$ cat src/rtl/core/aipu_pkg.sv
// Shared types and constants for the active Ising particle update block.
`timescale 1ns / 1ps
package aipu_pkg;

	localparam int COORD_W = 7;
	localparam int MAG_W   = 12;
	localparam int DENS_W  = 11;
	localparam int WIND_W  = 16;
	localparam int RATE_W  = 33;
	localparam int THR_W   = 36;

	localparam int unsigned LOG2E_Q16 = 94548;
	localparam int unsigned POLY_C1   = 43043;
	localparam int unsigned POLY_C2   = 22493;

	localparam logic OP_PLACE  = 1'b0;
	localparam logic OP_UPDATE = 1'b1;

	typedef enum logic [2:0] {
		ACT_PLACED      = 3'd0,
		ACT_NONE        = 3'd1,
		ACT_FLIP        = 3'd2,
		ACT_HOP_AGAINST = 3'd3,
		ACT_HOP_ALONG   = 3'd4,
		ACT_UP          = 3'd5,
		ACT_DOWN        = 3'd6
	} action_t;

	typedef struct packed {
		logic        opcode;
		logic [9:0]  particle_index;
		logic [5:0]  place_x;
		logic [5:0]  place_y;
		logic        place_spin;
		logic [31:0] uniform_draw;
	} item_t;

	typedef struct packed {
		action_t            action;
		logic [5:0]         new_x;
		logic [5:0]         new_y;
		logic               new_spin;
		logic signed [15:0] winding_x;
		logic signed [15:0] winding_y;
		logic signed [11:0] total_magnetization;
	} result_t;

	typedef struct packed {
		logic [6:0]  lattice_width;
		logic [6:0]  lattice_height;
		logic [31:0] flip_rate_dt;
		logic [15:0] coupling;
		logic [31:0] diffusion_dt;
		logic [31:0] drive_dt;
	} cfg_t;

endpackage

$ cat src/rtl/core/aipu_cfg.sv
// APB-style configuration register file.
`timescale 1ns / 1ps
module aipu_cfg (
	input  logic               clk,
	input  logic               arst_n,
	input  logic               psel,
	input  logic               penable,
	input  logic               pwrite,
	input  logic [4:0]         paddr,
	input  logic [31:0]        pwdata,
	output logic [31:0]        prdata,
	output logic               pready,
	output aipu_pkg::cfg_t     cfg
);

	typedef enum logic [2:0] {
		REG_WIDTH    = 3'd0,
		REG_HEIGHT   = 3'd1,
		REG_FLIP     = 3'd2,
		REG_COUPLING = 3'd3,
		REG_DIFF     = 3'd4,
		REG_DRIVE    = 3'd5
	} reg_idx_t;

	aipu_pkg::cfg_t cfg_q;
	logic           wr;
	logic [2:0]     idx;

	assign pready = 1'b1;
	assign wr     = psel & penable & pwrite;
	assign idx    = paddr[4:2];
	assign cfg    = cfg_q;

	always_ff @(posedge clk or negedge arst_n) begin
		if (!arst_n) begin
			cfg_q.lattice_width  <= 7'd64;
			cfg_q.lattice_height <= 7'd64;
			cfg_q.flip_rate_dt   <= '0;
			cfg_q.coupling       <= '0;
			cfg_q.diffusion_dt   <= '0;
			cfg_q.drive_dt       <= '0;
		end else if (wr) begin
			case (idx)
				REG_WIDTH:    cfg_q.lattice_width  <= pwdata[6:0];
				REG_HEIGHT:   cfg_q.lattice_height <= pwdata[6:0];
				REG_FLIP:     cfg_q.flip_rate_dt   <= pwdata;
				REG_COUPLING: cfg_q.coupling       <= pwdata[15:0];
				REG_DIFF:     cfg_q.diffusion_dt   <= pwdata;
				REG_DRIVE:    cfg_q.drive_dt       <= pwdata;
				default: ;
			endcase
		end
	end

	always_comb begin
		case (idx)
			REG_WIDTH:    prdata = {25'd0, cfg_q.lattice_width};
			REG_HEIGHT:   prdata = {25'd0, cfg_q.lattice_height};
			REG_FLIP:     prdata = cfg_q.flip_rate_dt;
			REG_COUPLING: prdata = {16'd0, cfg_q.coupling};
			REG_DIFF:     prdata = cfg_q.diffusion_dt;
			REG_DRIVE:    prdata = cfg_q.drive_dt;
			default:      prdata = '0;
		endcase
	end

endmodule

$ cat config.mk
export PLATFORM = sky130hd
export DESIGN_NAME = aipu_cfg
export DESIGN_NICKNAME = d
export VERILOG_FILES = /design/src/rtl/core/aipu_pkg.sv /design/src/rtl/core/aipu_cfg.sv
export SDC_FILE = /design/constraint.sdc
export NUM_CORES = 1
export LEC_CHECK = 0
export ABC_AREA = 0
export BUFFER_PORTS_ARGS = -buffer_cell sky130_fd_sc_hd__buf_2
export CAP_MARGIN = 10
export CORE_MARGIN = 5
export CORE_UTILIZATION = 50
export CTS_CLUSTER_SIZE = 40
export DETAILED_ROUTE_END_ITERATION = 8
export GPL_TIMING_DRIVEN = 0
export PLACE_DENSITY = 0.81
export SYNTH_ARGS = -nofsm -noshare
export SYNTH_HDL_FRONTEND = slang
export SYNTH_SLANG_ARGS = --single-unit
$ cat constraint.sdc
create_clock -name clk -period 2.04 [get_ports clk]
set_input_delay 0.51 -clock clk [delete_from_list [all_inputs] [get_ports clk]]
set_output_delay 0.51 -clock clk [all_outputs]
set_load 0.02 [all_outputs]
==> results.md <==
* Cell count after synthesis at between 300 and 400
* Post-Route Setup TNS at -0.0223 ns
* Fraction of layout instances using a drive strength above 1 at about two thirds
* Vias in the first global route at about 4,700
* Final Hold Viols at 0
* Drt wl/cell at ~22 µm
* Post-synth EDFFs at 0
* Worst-path clk slew at 0.06 ns
* Rows at 39
* Critical path required time at between 1.5 and 2 ns
* First-pass GRT wire length at about 26,000 µm
* Largest net degree at the start of global routing at a little under 70
* WP buf/inv at 3
* IO Count at ~200
* DRC viols at 0
* IR drop worst, VDD at around 0.66 mV
* Critical Path, Cell by Cell: buf_12, buf_12, mux2i_4, o21ai_2, a221o_1, buf_6
* Initial antenna violation count at 0
* Initial Utilization at about half
* CP Launch Type: input port
* # nets final at 673
* Synthesis-to-layout area growth at 44.7%
* CP max-delay cell: a221o_1
* Most common cell in the synthesized netlist: dfrtp_1
* Grt ovf at 0
* # port buffers at approximately 200
* Fin cells at slightly below 800
* Violated checks: setup timing
* Max Buffers Root-to-Sink at 2
* Clock root buffer master: clkbuf_16
* Fin Hold WS at 0.0662 ns
* Top FF cell, synth: dfrtp_1
* Final ANT Viol Nets at 0
* Max-capacitance violation count at 0
* Min Tclk post-route at 2.05 ns
* GRT Total Usage at 24.1%
* Worst Setup End Kind: primary output
* Hold buffer count at cts at 0
* Routability cong. at 0.819
* Slew Viols, Final at 0
* Stages on the worst setup path at 6
* Die H at around 120 µm
* Via count at 4,377
* Crit Path Category: in2out
* Total power at ~8.8 mW
* RSZ-0062 raised after global routing: true
* Top cells by area, synth: dfrtp_1 53%, mux2_2 19%, mux2i_1 8.2%
* Total Wirelength at 17,100 µm
* Synthesized Nets at 434
* FF/Latch Area at 0.00316 mm²
* Post-Syn Area per Cell at around 15 µm²
* Max FFs per register at 126
* Die W at roughly 120 µm
* Placed instance area at around 0.0071 mm²
* PwrDens at between 1000 and 1500 mW/mm²
* Final setup viols at 3
* YS warnings at 0
* CTS H-tree lvls at 4
* Flip-flop and latch count after synthesis at around 130
* Worst skew pair latency at around 0.41 ns
* Fin Clk Skew at 0 ns
* Async SR Flop Fraction at 100%
* Critical path arrival at roughly 1.5 ns
* Core Area at approximately 0.011 mm²
* Mapped Area at between 0.005 and 0.006 mm²
* CTS buffer count at 17
* CTS sink cnt at 126
* Worst Hold Class: in2async
* # diodes at 0
* Crit path top cell by count: buf_12
* CTS tree: yes
* Worst-margin pin slew at 0.562 ns
* TritonRoute pass-1 iters at 4
* Final WS setup at -0.0130 ns
* Vias per cell at 5.58
* Synth top area share at a little over half
* Final Instance Area at between 0.008 and 0.009 mm²
* Max_slew headroom at between 60% and 70%
* Worst R2R Path Depth at 3
* Final Cycle Share at 101%
* Die Area at 0.0139 mm²
* Synth cell types at 29
* Top Family by Delay on Critical Path: compound AO/OA/AOI/OAI gates
* DR iter-0 viols at about 190
* LEAKAGE at around 4.2 nW
* Placed cells at 731
* Sequential element share of the synthesized area at 54.2%
* Area leader, netlist: dfrtp_1
* DP HPWL at between 10,000 and 15,000 µm
* Synth top cells by count: 124 x dfrtp_1, 96 x mux2_2, 48 x mux2i_1
* Status: finished, violations left
* Fillcell total at roughly 740
* Worst Path Max Fanout at 6
* Critical Path Max Stage Delay at around 0.35 ns
* Fmax at roughly 490 MHz
* Footprint of the multi-input gates at around 0.0028 mm²
==> cell usage in the layout (no fill, tap or decap), types with 2 or more instances in the layout <==
cell	netlist	layout
a221o_1	2	2
buf_12	0	9
buf_16	0	3
buf_2	8	164
buf_4	9	39
buf_6	9	24
buf_8	0	5
clkbuf_1	0	4
clkbuf_16	0	18
clkbuf_8	0	2
clkinv_2	0	4
clkinvlp_4	0	2
dfrtp_1	124	124
dfstp_2	2	2
inv_1	2	2
mux2_1	34	34
mux2_2	96	96
mux2i_1	48	41
mux2i_2	0	5
mux2i_4	0	2
nand2_1	4	4
nand2b_4	1	2
nor2_1	5	5
nor2_4	3	3
nor2_8	2	2
nor3_4	2	2
o221ai_1	3	2
o22ai_2	0	9
o2bb2ai_2	0	7
o2bb2ai_4	0	9
==> worst paths after layout <==
check	start	to	slack [ns]
max	paddr[2]	prdata[5]	-0.01
min	arst_n	cfg[65]	0.07
max reg2reg	cfg[124]	cfg[124]	0.99
min reg2reg	cfg[56]	cfg[56]	0.51
max in group asynchronous	arst_n	cfg[44]	1.26
min in group clk	pwdata[29]	cfg[61]	0.35
==> cell families (layout without fill, tap and decap cells) <==
| kind of cell | after synthesis | count (layout) | synth area share (%) |
|---|---|---|---|
| other cells | 1 | 1 | 0.0644 |
| mux | 178 | 178 | 33.4 |
| buf+inv | 28 | 278 | 3.72 |
| simple gates | 23 | 23 | 3.80 |
| compound gates | 36 | 36 | 4.88 |
| flops | 126 | 126 | 54.2 |
==> stage by stage <==
step	utilization, %	worst slack [ns]
finish	73.8	-0.0130
global route	73.8	-0.0458
CTS	71.1	-0.0173
detailed placement	61.8	-0.412
global placement	61.5	-1.02
floorplan	-	-0.0338
==> worst reg2reg max path, cell delays in order (launching register included) <==
cell     delay, ns
dfrtp_1       0.41
buf_4         0.14
buf_4         0.13
mux2_2        0.25
==> area by class of cell <==
class                           instances  area share [%]
Clock inverter                          7           0.772
Tap cell                              143            2.12
Inverter                                2          0.0891
Multi-Input combinational cell        238            33.2
Clock buffer                           23            5.55
Sequential cell                       126            37.4
Buffer                                 26            4.16
Timing Repair Buffer                  220            16.7
==> repair_timing <==
item / 4_1_cts / 5_1_grt
setup endpoints to repair: 31 / 31
buffers inserted: 15 / 6
gates resized for setup: 87 / 44
pin swaps: 4 / 6
cloned: 2 / 1
==> power by group <==
part | leakage [nW] | internal, mW | total, mW | switching [mW]
registers | 1.61 | 3.00 | 3.42 | 0.422
logic | 2.38 | 1.12 | 2.62 | 1.50
clock network | 0.259 | 1.71 | 2.75 | 1.03
==> per-layer routing <==
layer | vias to the layer above | wire, µm | GRT usage (%)
met5 | - | 0 | 0
met4 | 0 | 451 | 10.0
met3 | 32 | 1060 | 6.63
met2 | 160 | 9030 | 41.9
met1 | 2239 | 6610 | 28.0
li1 | 1946 | - | -
No activity file was read; power rests on OpenSTA's default activity.
